[config.mk]
export PLATFORM = sky130hd
export DESIGN_NAME = k_nearest_max_heap_gatherer_core
export DESIGN_NICKNAME = d
export VERILOG_FILES = /design/src/rtl/knmh_pkg.sv /design/src/rtl/knmh_ram.sv /design/src/rtl/knmh_ctrl.sv /design/src/rtl/knmh_dpath.sv /design/src/rtl/k_nearest_max_heap_gatherer_core.sv
export SDC_FILE = /design/constraint.sdc
export NUM_CORES = 2
export LEC_CHECK = 0
export ABC_AREA = 0
export BUFFER_PORTS_ARGS = -buffer_cell sky130_fd_sc_hd__buf_2
export CORE_MARGIN = 5
export CORE_UTILIZATION = 25
export DETAILED_ROUTE_END_ITERATION = 8
export MAX_ROUTING_LAYER = met4
export PLACE_DENSITY = 0.49
export REMOVE_ABC_BUFFERS = 1
export SYNTH_ARGS = -nofsm -noshare
export SYNTH_HDL_FRONTEND = slang
export SYNTH_SLANG_ARGS = --single-unit
[constraint.sdc]
create_clock -name clk -period 23.9 [get_ports clk]
set_clock_uncertainty 0.1 [all_clocks]
set_input_delay 1.195 -clock clk [delete_from_list [all_inputs] [get_ports clk]]
set_output_delay 1.195 -clock clk [all_outputs]
set_load 0.03 [all_outputs]
[src/rtl/knmh_pkg.sv]
// ----------------------------------------------------------------------------
// knmh_pkg
// Types, widths, codes and the heap ordering for the k-nearest max-heap.
// ----------------------------------------------------------------------------
package knmh_pkg;

  localparam int MAX_CAPACITY = 32;
  localparam int INDEX_BITS   = 20;

  localparam int DIST_W  = 32;
  localparam int PIDX_W  = 20;
  localparam int CAP_W   = 6;
  localparam int COUNT_W = 6;
  localparam int MODE_W  = 2;
  localparam int IDENT_W = (INDEX_BITS < PIDX_W) ? INDEX_BITS : PIDX_W;
  localparam int ADDR_W  = (MAX_CAPACITY > 1) ? $clog2(MAX_CAPACITY) : 1;
  localparam int CNT_W   = $clog2(MAX_CAPACITY + 1);
  localparam int ENTRY_W = DIST_W + IDENT_W;

  typedef logic [DIST_W-1:0]  dist_t;
  typedef logic [IDENT_W-1:0] ident_t;
  typedef logic [PIDX_W-1:0]  pidx_t;
  typedef logic [CAP_W-1:0]   cap_t;
  typedef logic [COUNT_W-1:0] count_t;
  typedef logic [ADDR_W-1:0]  addr_t;
  typedef logic [ADDR_W+1:0]  child_addr_t;
  typedef logic [CNT_W-1:0]   cnt_t;

  localparam cap_t CAP_RESET = (MAX_CAPACITY > 63) ? cap_t'(63) : cap_t'(MAX_CAPACITY);

  typedef struct packed {
    dist_t  sq_dist;
    ident_t ident;
  } entry_t;

  typedef enum logic [MODE_W-1:0] {
    MODE_INSERT = 2'd0,
    MODE_CLEAR  = 2'd1,
    MODE_READ   = 2'd2,
    MODE_NOP    = 2'd3
  } mode_t;

  typedef enum logic [3:0] {
    ST_IDLE,
    ST_DECODE,
    ST_HEAP_LOAD,
    ST_HEAP_TAKE,
    ST_SIFT_RD,
    ST_SIFT_CMP,
    ST_EMIT,
    ST_RD_ADDR,
    ST_RD_EMIT
  } state_t;

  typedef enum logic [1:0] {
    RD_HEAP,
    RD_CHILD,
    RD_SLOT
  } rd_sel_t;

  typedef enum logic [1:0] {
    WR_NONE,
    WR_APPEND,
    WR_CHILD,
    WR_ITEM
  } wr_sel_t;

  typedef struct packed {
    logic    cfg_write;
    logic    req_load;
    logic    visit_inc;
    logic    clear;
    logic    held_inc;
    logic    heap_start;
    logic    sift_start;
    logic    heap_take;
    logic    pos_advance;
    logic    heap_dec;
    logic    rd_start;
    logic    rd_next;
    logic    out_load;
    logic    out_entry;
    wr_sel_t wr_sel;
    rd_sel_t rd_sel;
  } cmd_t;

  typedef struct packed {
    mode_t mode;
    logic  room;
    logic  fills;
    logic  multi_k;
    logic  beats_root;
    logic  empty;
    logic  leaf;
    logic  child_wins;
    logic  heap_more;
    logic  rd_last;
    logic  out_free;
  } status_t;

  // ordering on (distance, identifier); larger identifier wins a tie
  function automatic logic entry_gt(entry_t a, entry_t b);
    logic gt;
    if (a.sq_dist != b.sq_dist) begin
      gt = (a.sq_dist > b.sq_dist);
    end else begin
      gt = (a.ident > b.ident);
    end
    return gt;
  endfunction

endpackage

[src/rtl/knmh_ram.sv]
// ----------------------------------------------------------------------------
// knmh_ram
// Generic RAM: one write port, two registered read ports.
// ----------------------------------------------------------------------------
module knmh_ram #(
  parameter int WIDTH = 8,
  parameter int DEPTH = 32
) (
  input  logic                                        clk,
  input  logic                                        we,
  input  logic [((DEPTH > 1) ? $clog2(DEPTH) : 1)-1:0] waddr,
  input  logic [WIDTH-1:0]                            wdata,
  input  logic [((DEPTH > 1) ? $clog2(DEPTH) : 1)-1:0] raddr_a,
  input  logic [((DEPTH > 1) ? $clog2(DEPTH) : 1)-1:0] raddr_b,
  output logic [WIDTH-1:0]                            rdata_a,
  output logic [WIDTH-1:0]                            rdata_b
);

  logic [WIDTH-1:0] mem [DEPTH];

  always_ff @(posedge clk) begin
    if (we) begin
      mem[waddr] <= wdata;
    end
    rdata_a <= mem[raddr_a];
    rdata_b <= mem[raddr_b];
  end

endmodule

[src/rtl/knmh_ctrl.sv]
// ----------------------------------------------------------------------------
// knmh_ctrl
// Sequencer for insert, heapify, sift-down, clear and readout.
// ----------------------------------------------------------------------------
module knmh_ctrl (
  input  logic               clk,
  input  logic               rst,
  input  logic               in_valid,
  output logic               in_stall,
  input  logic               cfg_valid,
  output logic               cfg_ready,
  input  knmh_pkg::status_t  st,
  output knmh_pkg::cmd_t     cmd
);

  knmh_pkg::state_t state;
  knmh_pkg::state_t state_next;

  always_ff @(posedge clk) begin
    if (rst) begin
      state <= knmh_pkg::ST_IDLE;
    end else begin
      state <= state_next;
    end
  end

  always_comb begin
    state_next = state;
    cmd        = '0;
    cmd.wr_sel = knmh_pkg::WR_NONE;
    cmd.rd_sel = knmh_pkg::RD_SLOT;
    in_stall   = 1'b1;
    cfg_ready  = 1'b0;
    case (state)
      knmh_pkg::ST_IDLE: begin
        cfg_ready     = 1'b1;
        in_stall      = cfg_valid;
        cmd.cfg_write = cfg_valid;
        if (in_valid && !cfg_valid) begin
          cmd.req_load = 1'b1;
          state_next   = knmh_pkg::ST_DECODE;
        end
      end
      knmh_pkg::ST_DECODE: begin
        case (st.mode)
          knmh_pkg::MODE_INSERT: begin
            cmd.visit_inc = 1'b1;
            if (st.room) begin
              cmd.wr_sel   = knmh_pkg::WR_APPEND;
              cmd.held_inc = 1'b1;
              if (st.fills && st.multi_k) begin
                cmd.heap_start = 1'b1;
                state_next     = knmh_pkg::ST_HEAP_LOAD;
              end else begin
                state_next = knmh_pkg::ST_EMIT;
              end
            end else if (st.beats_root) begin
              cmd.sift_start = 1'b1;
              state_next     = knmh_pkg::ST_SIFT_RD;
            end else begin
              state_next = knmh_pkg::ST_EMIT;
            end
          end
          knmh_pkg::MODE_CLEAR: begin
            cmd.clear  = 1'b1;
            state_next = knmh_pkg::ST_EMIT;
          end
          knmh_pkg::MODE_READ: begin
            if (st.empty) begin
              state_next = knmh_pkg::ST_EMIT;
            end else begin
              cmd.rd_start = 1'b1;
              state_next   = knmh_pkg::ST_RD_ADDR;
            end
          end
          default: begin
            state_next = knmh_pkg::ST_EMIT;
          end
        endcase
      end
      knmh_pkg::ST_HEAP_LOAD: begin
        cmd.rd_sel = knmh_pkg::RD_HEAP;
        state_next = knmh_pkg::ST_HEAP_TAKE;
      end
      knmh_pkg::ST_HEAP_TAKE: begin
        cmd.heap_take = 1'b1;
        state_next    = knmh_pkg::ST_SIFT_RD;
      end
      knmh_pkg::ST_SIFT_RD: begin
        if (st.leaf) begin
          // no children: drop the carried item in place
          cmd.wr_sel = knmh_pkg::WR_ITEM;
          if (st.heap_more) begin
            cmd.heap_dec = 1'b1;
            state_next   = knmh_pkg::ST_HEAP_LOAD;
          end else begin
            state_next = knmh_pkg::ST_EMIT;
          end
        end else begin
          cmd.rd_sel = knmh_pkg::RD_CHILD;
          state_next = knmh_pkg::ST_SIFT_CMP;
        end
      end
      knmh_pkg::ST_SIFT_CMP: begin
        if (st.child_wins) begin
          cmd.wr_sel      = knmh_pkg::WR_CHILD;
          cmd.pos_advance = 1'b1;
          state_next      = knmh_pkg::ST_SIFT_RD;
        end else begin
          cmd.wr_sel = knmh_pkg::WR_ITEM;
          if (st.heap_more) begin
            cmd.heap_dec = 1'b1;
            state_next   = knmh_pkg::ST_HEAP_LOAD;
          end else begin
            state_next = knmh_pkg::ST_EMIT;
          end
        end
      end
      knmh_pkg::ST_EMIT: begin
        if (st.out_free) begin
          cmd.out_load = 1'b1;
          state_next   = knmh_pkg::ST_IDLE;
        end
      end
      knmh_pkg::ST_RD_ADDR: begin
        state_next = knmh_pkg::ST_RD_EMIT;
      end
      knmh_pkg::ST_RD_EMIT: begin
        if (st.out_free) begin
          cmd.out_load  = 1'b1;
          cmd.out_entry = 1'b1;
          if (st.rd_last) begin
            state_next = knmh_pkg::ST_IDLE;
          end else begin
            cmd.rd_next = 1'b1;
            state_next  = knmh_pkg::ST_RD_ADDR;
          end
        end
      end
      default: begin
        state_next = knmh_pkg::ST_IDLE;
      end
    endcase
  end

endmodule

[src/rtl/knmh_dpath.sv]
// ----------------------------------------------------------------------------
// knmh_dpath
// Heap store, counters, sift registers and the output register.
// ----------------------------------------------------------------------------
module knmh_dpath (
  input  logic                    clk,
  input  logic                    rst,
  input  knmh_pkg::cmd_t          cmd,
  output knmh_pkg::status_t       st,
  input  knmh_pkg::cap_t          capacity,
  input  logic [1:0]              mode,
  input  knmh_pkg::dist_t         dist_sq,
  input  knmh_pkg::pidx_t         photon_index,
  output logic                    out_valid,
  input  logic                    out_stall,
  output knmh_pkg::dist_t         entry_dist_sq,
  output knmh_pkg::pidx_t         entry_index,
  output knmh_pkg::dist_t         search_radius_sq,
  output knmh_pkg::count_t        entry_count,
  output knmh_pkg::dist_t         visited_total,
  output logic                    last
);

  knmh_pkg::cap_t        cap_q;
  knmh_pkg::cnt_t        held;
  knmh_pkg::dist_t       visited;
  knmh_pkg::dist_t       root_dist;
  knmh_pkg::mode_t       req_mode;
  knmh_pkg::entry_t      req_entry;
  knmh_pkg::entry_t      item;
  knmh_pkg::addr_t       pos;
  knmh_pkg::addr_t       heap_i;
  logic                  heapify;
  knmh_pkg::addr_t       rd_i;

  knmh_pkg::cnt_t        k;
  logic                  full;
  knmh_pkg::child_addr_t left_a;
  knmh_pkg::child_addr_t right_a;
  knmh_pkg::child_addr_t n_ext;
  logic                  has_right;
  logic                  pick_right;
  knmh_pkg::entry_t      rd_a;
  knmh_pkg::entry_t      rd_b;
  knmh_pkg::entry_t      child;
  knmh_pkg::addr_t       child_addr;

  logic                  we;
  knmh_pkg::addr_t       waddr;
  knmh_pkg::entry_t      wdata;
  knmh_pkg::addr_t       raddr_a;
  logic                  out_free;

  // capacity zero acts as one, above the store size as the store size
  always_comb begin
    if (cap_q == '0) begin
      k = knmh_pkg::cnt_t'(1);
    end else if (32'(cap_q) > knmh_pkg::MAX_CAPACITY) begin
      k = knmh_pkg::cnt_t'(knmh_pkg::MAX_CAPACITY);
    end else begin
      k = knmh_pkg::cnt_t'(cap_q);
    end
  end

  assign full     = (held >= k);
  assign out_free = !out_valid || !out_stall;

  // children of pos: 2*pos+1 and 2*pos+2
  assign left_a     = knmh_pkg::child_addr_t'({pos, 1'b1});
  assign right_a    = left_a + knmh_pkg::child_addr_t'(1);
  assign n_ext      = knmh_pkg::child_addr_t'(k);
  assign has_right  = (right_a < n_ext);
  assign pick_right = has_right && knmh_pkg::entry_gt(rd_b, rd_a);
  assign child      = pick_right ? rd_b : rd_a;
  assign child_addr = pick_right ? right_a[knmh_pkg::ADDR_W-1:0]
                                 : left_a[knmh_pkg::ADDR_W-1:0];

  always_comb begin
    case (cmd.rd_sel)
      knmh_pkg::RD_HEAP:  raddr_a = heap_i;
      knmh_pkg::RD_CHILD: raddr_a = left_a[knmh_pkg::ADDR_W-1:0];
      default:            raddr_a = rd_i;
    endcase
  end

  always_comb begin
    we    = 1'b1;
    waddr = pos;
    wdata = item;
    case (cmd.wr_sel)
      knmh_pkg::WR_APPEND: begin
        waddr = held[knmh_pkg::ADDR_W-1:0];
        wdata = req_entry;
      end
      knmh_pkg::WR_CHILD: begin
        wdata = child;
      end
      knmh_pkg::WR_ITEM: begin
        wdata = item;
      end
      default: begin
        we = 1'b0;
      end
    endcase
  end

  knmh_ram #(
    .WIDTH (knmh_pkg::ENTRY_W),
    .DEPTH (knmh_pkg::MAX_CAPACITY)
  ) u_store (
    .clk     (clk),
    .we      (we),
    .waddr   (waddr),
    .wdata   (wdata),
    .raddr_a (raddr_a),
    .raddr_b (right_a[knmh_pkg::ADDR_W-1:0]),
    .rdata_a (rd_a),
    .rdata_b (rd_b)
  );

  // control registers
  always_ff @(posedge clk) begin
    if (rst) begin
      cap_q     <= knmh_pkg::CAP_RESET;
      held      <= '0;
      visited   <= '0;
      out_valid <= 1'b0;
    end else begin
      if (cmd.cfg_write) begin
        cap_q <= capacity;
      end
      if (cmd.cfg_write || cmd.clear) begin
        held    <= '0;
        visited <= '0;
      end else begin
        if (cmd.held_inc) begin
          held <= held + knmh_pkg::cnt_t'(1);
        end
        if (cmd.visit_inc && (visited != '1)) begin
          visited <= visited + knmh_pkg::dist_t'(1);
        end
      end
      if (cmd.out_load) begin
        out_valid <= 1'b1;
      end else if (!out_stall) begin
        out_valid <= 1'b0;
      end
    end
  end

  // payload and sift registers
  always_ff @(posedge clk) begin
    if (cmd.req_load) begin
      req_mode          <= knmh_pkg::mode_t'(mode);
      req_entry.sq_dist <= dist_sq;
      req_entry.ident   <= knmh_pkg::ident_t'(photon_index);
    end
    if (we && (waddr == '0)) begin
      root_dist <= wdata.sq_dist;
    end
    if (cmd.sift_start) begin
      item    <= req_entry;
      pos     <= '0;
      heapify <= 1'b0;
    end else if (cmd.heap_take) begin
      item <= rd_a;
      pos  <= heap_i;
    end else if (cmd.pos_advance) begin
      pos <= child_addr;
    end
    if (cmd.heap_start) begin
      // last interior node of a full heap
      heap_i  <= knmh_pkg::addr_t'((k >> 1) - knmh_pkg::cnt_t'(1));
      heapify <= 1'b1;
    end else if (cmd.heap_dec) begin
      heap_i <= heap_i - knmh_pkg::addr_t'(1);
    end
    if (cmd.rd_start) begin
      rd_i <= '0;
    end else if (cmd.rd_next) begin
      rd_i <= rd_i + knmh_pkg::addr_t'(1);
    end
    if (cmd.out_load) begin
      entry_dist_sq    <= cmd.out_entry ? rd_a.sq_dist : '0;
      entry_index      <= cmd.out_entry ? knmh_pkg::pidx_t'(rd_a.ident) : '0;
      search_radius_sq <= full ? root_dist : '1;
      entry_count      <= knmh_pkg::count_t'(held);
      visited_total    <= visited;
      last             <= cmd.out_entry ? st.rd_last : 1'b1;
    end
  end

  always_comb begin
    st.mode       = req_mode;
    st.room       = (held < k);
    st.fills      = ((held + knmh_pkg::cnt_t'(1)) == k);
    st.multi_k    = (k > knmh_pkg::cnt_t'(1));
    st.beats_root = (req_entry.sq_dist < root_dist);
    st.empty      = (held == '0);
    st.leaf       = (left_a >= n_ext);
    st.child_wins = knmh_pkg::entry_gt(child, item);
    st.heap_more  = heapify && (heap_i != '0);
    st.rd_last    = ((knmh_pkg::cnt_t'(rd_i) + knmh_pkg::cnt_t'(1)) == held);
    st.out_free   = out_free;
  end

endmodule

[src/rtl/k_nearest_max_heap_gatherer_core.sv]
// An insert is dropped or appended, or enters a full store and sifts down level by level.
// The insert that fills the store adds Floyd heapify over the interior nodes when K exceeds one.
// Clear and unused mode give a single result each.
// Readout gives one result per held entry, or a single result for an empty store.
// One item at a time, no overlap.
// Reset: synchronous; capacity returns to the store size, store empty.
// ----------------------------------------------------------------------------
// k_nearest_max_heap_gatherer_core
// Keeps the K nearest candidates in a bounded max-heap and reports radius.
// ----------------------------------------------------------------------------
module k_nearest_max_heap_gatherer_core (
  input  logic                    clk,
  input  logic                    rst,
  input  logic                    in_valid,
  output logic                    in_stall,
  input  logic [1:0]              mode,
  input  knmh_pkg::dist_t         dist_sq,
  input  knmh_pkg::pidx_t         photon_index,
  output logic                    out_valid,
  input  logic                    out_stall,
  output knmh_pkg::dist_t         entry_dist_sq,
  output knmh_pkg::pidx_t         entry_index,
  output knmh_pkg::dist_t         search_radius_sq,
  output knmh_pkg::count_t        entry_count,
  output knmh_pkg::dist_t         visited_total,
  output logic                    last,
  input  logic                    cfg_valid,
  output logic                    cfg_ready,
  input  knmh_pkg::cap_t          capacity
);

  knmh_pkg::cmd_t    cmd;
  knmh_pkg::status_t st;

  knmh_ctrl u_ctrl (
    .clk       (clk),
    .rst       (rst),
    .in_valid  (in_valid),
    .in_stall  (in_stall),
    .cfg_valid (cfg_valid),
    .cfg_ready (cfg_ready),
    .st        (st),
    .cmd       (cmd)
  );

  knmh_dpath u_dpath (
    .clk              (clk),
    .rst              (rst),
    .cmd              (cmd),
    .st               (st),
    .capacity         (capacity),
    .mode             (mode),
    .dist_sq          (dist_sq),
    .photon_index     (photon_index),
    .out_valid        (out_valid),
    .out_stall        (out_stall),
    .entry_dist_sq    (entry_dist_sq),
    .entry_index      (entry_index),
    .search_radius_sq (search_radius_sq),
    .entry_count      (entry_count),
    .visited_total    (visited_total),
    .last             (last)
  );

endmodule

# Yosys cells after proc, flatten, opt, wreduce, memory -nomap -nowiden
# Memory sizes are Yosys's and may differ from the RTL's. A register that Yosys moved wholly into a read port is not among the register bits.
# Index checks and enable logic that the tools add are counted.
# op_classes
add_sub_neg	7
n_mul	0
div	0
order_cmp	11
eq_ne	23
n_shift	0
mux	68
bitwise	0
reduce_logical	24
# op_table
cell	n
$mux 52	3
$pmux 52 s2	1
$gt 32x32->1	2
$ne 32x32->1	2
$gt 20x20->1	2
$pmux 4 s9	1
$mux 5	7
$add 32x1->32 const B	1
$lt 32x32->1	1
$ne 32x32->1 const B	1
$mux 1	31
$mux 3	7
$eq 4x3->1 const B	4
$mux 4	4
$eq 6x6->1	2
$ge 6x6->1	2
$logic_not 6->1	2
$mux 2	6
$mux 6	2
$pmux 5 s2	1
$sub 5x1->5 const B	2
$eq 4x2->1 const B	2
$ne 2x1->1 const B	4
$add 6x1->7 const B	1
26 further kinds	42
# totals
regBits	326
latch_bits	0
mem_bits_rw	1664
romBits	0
input_bits	65
memories	1
# memory_table
memory	words	word_bits	rd	rd_clocked_by_memory_dff	wr	line_no	source
u_dpath.u_store.mem	32	52	2	2	1	knmh_ram.sv:19	logic [WIDTH-1:0] mem [DEPTH];

# Logic depth before layout (Yosys ltp)
# logic_depth
word_depth	15
ltp_mapped	29

# Hierarchy
# Synthesis repeated with hierarchy kept, for this count alone.
# hier_totals
cells_unflattened	7375
area_unflattened_um2	99746.9
# modules_own_cells
module	n_inst	cells_each	area_per_inst_um2
knmh_ram	1	5572	81300.5
knmh_dpath	1	1722	17913.4
knmh_ctrl	1	81	533.0

# Least setup slack after synthesis
# No wires, ideal clock.
# synth_path
path_type	flip-flop to flip-flop
startpoint	register u_dpath.pos[2]
endpoint	memory u_dpath.u_store.mem[0][0] (netlist bit) (enable)
setup_time_ns	0.462
arrival_ns	8.518
slack_ns	14.820
path_stages_with_launch	30
path_buffers	6
synth_period_minus_slack_ns	9.080
path_cell_list	dfxtp_1 clkbuf_1 nand3_1 xnor2_1 clkbuf_1 ha_1 nand3_1 o211a_1 o211ai_1 or2_2 buf_2 buf_2 mux2_2 ha_1 nand3_1 nor4_1 nand3_1 a31oi_1 o21ai_0 o211ai_1 o31ai_1 a21oi_1 inv_1 ha_1 clkbuf_1 nor3_1 a31oi_1 or2_2 clkbuf_1 nor2_1
# synth_between
elab_chain_len	13
# synth_lines
element	line_no	source
from (decl)	knmh_dpath.sv:31	knmh_pkg::addr_t pos;
from (signal assigned)	knmh_dpath.sv:167	pos <= heap_i;
from (signal assigned)	knmh_dpath.sv:169	pos <= child_addr;
$add 6x1->7	knmh_dpath.sv:70	assign right_a = left_a + knmh_pkg::child_addr_t'(1);
$lt 7x6->1	knmh_dpath.sv:72	assign has_right = (right_a < n_ext);
$logic_and 1x1->1	knmh_dpath.sv:73	assign pick_right = has_right && knmh_pkg::entry_gt(rd_b, rd_a);
$mux 52	knmh_dpath.sv:74	assign child = pick_right ? rd_b : rd_a;
$gt 32x32->1 (tied with other cells)	knmh_pkg.sv:105	gt = (a.sq_dist > b.sq_dist);
$mux 1	knmh_pkg.sv:104	if (a.sq_dist != b.sq_dist) begin
$mux 1	knmh_ctrl.sv:105	if (st.child_wins) begin
$pmux 2 s3	knmh_ctrl.sv:34	case (state)
$eq 2x2->1 or $eq 2x1->1 (tied branches)	knmh_dpath.sv:90	case (cmd.wr_sel)
$reduce_or 3->1 (no line)	-	
$mux 1	knmh_dpath.sv:90	
$mux 1	knmh_ram.sv:22	if (we) begin
$mux 1 (not written as such)	knmh_ram.sv:23	mem[waddr] <= wdata;
to (decl)	knmh_ram.sv:19	
# Parallel ways exist; a longest one is shown, timed or not.

# Final worst setup path
# layout_path
startpoint	register u_dpath.pos[0]
endpoint	memory u_dpath.u_store.mem[2][7] (netlist bit) (enable)
# The elaborated chain is that of the path after synthesis.

==> impl_metrics.csv <==
group,metric,value,unit
power,p_per_area,108,mW/mm²
outcome,status,"finished, final reports clean",
synthesis,netlist_area,0.0926,mm²
cts,numClockSinks,2094,
synthesis,synthArstFlopShare,0,
synthesis,syn_area_per_cell,14.1,µm²
drt,drcViolationCount,0,
cts,clock_path_buffers,4,
synthesis,synth_compound_area_frac,0.0601,
floorplanning,die_h,619,µm
drt,vias,60686,
global_routing,grt_overflow,0,
critical_path,reg2reg_from,"u_dpath.pos[0]",
drt,avgRoutedWirePerCell,28.8,µm
timing,rsz0062_at_grt,"false",
cells_and_area,final_core_util,0.291,
timing,worstMarginPinSlew,1.34,ns
power,ir_drop,0.0767,mV
cts,h-tree-depth,4,
critical_path,critical-path-max-stage-delay,1.01,ns
synthesis,synth-main-ff-cell,"edfxtp_1",
critical_path,crit_type,"reg2reg",
cts,hold_buffers,0,
cells_and_area,syn_to_final_growth,16.0,%
timing,period_minus_slack,11.19,ns
run,drv_cap,0,
floorplanning,rows,223,
synthesis,muxShareOfSynthArea,0.114,
synthesis,yosys_warnings,0,
synthesis,synth-seq-cells,2094,
cts,post_cts.repair.setup_buffers,0,
synthesis,synthAdderAreaFrac,0.0216,
synthesis,yosys.area_share.simple,0.111,
place,dp_slack,12.85,ns
cts,cts_tree,"built",
floorplanning,initial_utilization,0.251,
timing,max-slew-margin-rel,0.100,
cells_and_area,nets,6919,
timing,hold_violations,0,
cells_and_area,drive_gt1_frac,0.184,
synthesis,synth_edf_count,1930,
critical_path,cp-end-kind,"flip-flop",
timing,finalSetupViolations,0,
floorplanning,die_area,0.383,mm²
cts,root_buffer,"clkbuf_16",
critical_path,start_kind,"flip-flop",
cells_and_area,nFillCells,37249,
synthesis,synth_top_family_by_area,"multiplexers",
drt,vias_per_cell,5.12,
cts,cts_made_buffers,235,
synthesis,synth-xor-area-share,0.00473,
floorplanning,core_area,0.369,mm²
critical_path,crit_start,"u_dpath.pos[0]",
timing,fmax,89.3,MHz
floorplanning,io_pins,191,
critical_path,required,24.31,ns
synthesis,synthDistinctLibCells,70,
critical_path,cp_slowest_cell,"buf_4",
drt,postRouteWirelength,342000,µm
critical_path,critical_path.most_common_cell,"buf_4",
place,io_buffer_count,190,
timing,setup_ws,12.71,ns
drt,drtAntennaViolNets,0,
global_routing,grt_util_all_layers,0.177,
place,place_congestion,0.876,
timing,fin_crit_sh,0.468,
hold_path,hold_path_startpoint,"dist_sq[12]",
critical_path,cp_data_arrival_time,11.60,ns
synthesis,synth_top_area_share,0.626,
global_routing,grt_antenna_before_repair,24,
floorplanning,fp.dieW,619,µm
drt,first_pass_iters,6,
critical_path,crit_fanout,52,
place,hpwl,207000,µm
hold_path,hold_path.class,"in2reg",
cts,insertion_delay,0.93,ns
synthesis,synth_area_leader_cell,"edfxtp_1",
global_routing,grt_pass1_vias,58928,
cts,cts_resized,0,
global_routing,grt_pass1_wl,475000,µm
cts,clk_pin_slew,0.06,ns
drt,drt_iter0_markers,7749,
critical_path,path_buf_inv,4,
timing,drv_slew,0,
critical_path,critical_path.top_delay_family,"buffers and inverters",
synthesis,synthTopCellsByArea,"edfxtp_1 63%, mux4_2 8.8%, nand2_1 4.9%",
global_routing,grt_max_degree,168,
synthesis,ys_seq_area_frac,0.661,
power,leakagePower,0.0355,µW
synthesis,synth_cells,6583,
-- cells in the mapped netlist (72+ instances only) --
cell	count
ha_1	160
a21oi_1	211
o221ai_1	106
buf_2	72
o211ai_1	112
mux2_2	103
nand3_1	677
nor2_1	109
o311ai_0	106
nand2_1	1208
mux4_2	362
mux2i_1	120
dfxtp_1	164
clkbuf_1	324
inv_1	164
edfxtp_1	1930
-- kinds of logic (layout without fill, tap and decap cells) --
logic type / after synthesis / count (layout)
adder cells (fa/ha/maj): 160 / 160
buffers and inverters: 620 / 936
AND/OR/NAND/NOR: 2302 / 2302
AO/OA/AOI/OAI: 772 / 772
XOR/XNOR: 50 / 50
other: 0 / 6
multiplexers: 585 / 585
flip-flops: 2094 / 2094
-- worst paths after layout --
kind,depth (start not counted),slack (ns),endpoint
max,25,12.71,u_dpath.u_store.mem[2][7]
min reg2reg,2,0.38,u_dpath.heapify
min,1,0.34,u_dpath.req_entry[32]
max reg2reg,25,12.71,u_dpath.u_store.mem[2][7]
-- routing by layer --
layer / track usage / wire, µm
met5: - / 0
met3: 0.0306 / 27700
met2: 0.265 / 153000
met4: 0.0575 / 12500
met1: 0.244 / 149000
-- per-stage QoR --
step                      power [µW]  hold slack [ns]  instances  area (µm²)  setup TNS (ns)
after floorplan                 7210            0.330       6128       90700         -283.60
after global placement          7880            0.353      11407       99500               0
after detailed placement        7880            0.368      11407       99500               0
after CTS                      11600            0.275      11849      107000               0
after global routing           12000            0.309      11850      107000               0
final                          11600            0.345      11855      107000               0
-- worst register-to-register path, stage by stage (launching register included) --
cell	delay, ns
dfxtp_4	0.73
buf_4	1.06
nand3_1	0.48
xnor2_2	0.26
ha_1	0.30
nand3_1	0.07
o211a_1	0.21
o211ai_1	0.29
or2_4	0.46
buf_4	0.61
mux2_2	0.52
ha_1	0.32
a21o_1	0.17
a221oi_1	0.45
o221ai_1	0.20
nor2_1	0.15
a21oi_1	0.05
o21a_1	0.26
o31ai_1	0.39
a21oi_1	0.19
inv_1	0.12
ha_4	0.57
mux2i_1	0.67
nand2_1	0.47
nor2_4	0.84
buf_4	0.79
-- cell usage in the layout (no fill, tap or decap), drive strengths merged, types with 106 or more instances in the layout --
cell type | netlist | routed
a21oi | 212 | 212
buf | 131 | 329
clkbuf | 324 | 319
dfxtp | 164 | 164
edfxtp | 1930 | 1930
ha | 160 | 160
inv | 165 | 175
mux2i | 120 | 120
mux4 | 362 | 362
nand2 | 1208 | 1208
nand3 | 677 | 677
nor2 | 110 | 110
o211ai | 112 | 112
o221ai | 106 | 106
o311ai | 107 | 107
-- sequential cells by signal (all words and copies together), names as in the netlist, 2 cells and up --
name                      cells
u_dpath.u_store.mem        1664
u_dpath.item                 52
u_dpath.req_entry            52
u_dpath.u_store.rdata_a      52
u_dpath.u_store.rdata_b      52
u_dpath.entry_dist_sq        32
u_dpath.root_dist            32
u_dpath.search_radius_sq     32
u_dpath.visited              32
u_dpath.visited_total        32
u_dpath.entry_index          20
u_dpath.cap_q                 6
u_dpath.entry_count           6
u_dpath.held                  6
u_dpath.heap_i                5
u_dpath.pos                   5
u_dpath.rd_i                  5
u_ctrl.state                  4
u_dpath.req_mode              2
-- area by class of cell --
cell class	count	area, µm²	area share
sequential	2094	61200	0.570
multi-input combinational	3869	29300	0.273
clock buffer	319	6460	0.0601
tap	4950	6190	0.0577
timing repair buffer	329	2130	0.0199
clock inverter	123	1400	0.0131
inverter	165	619	0.00577
antenna	6	15.0	0.000140
-- power by group --
group	switching, µW	internal (µW)
clock	1580	2160
sequential	178	4250
combinational	2190	1220
Note: power is estimated with default switching activity, not from simulation.
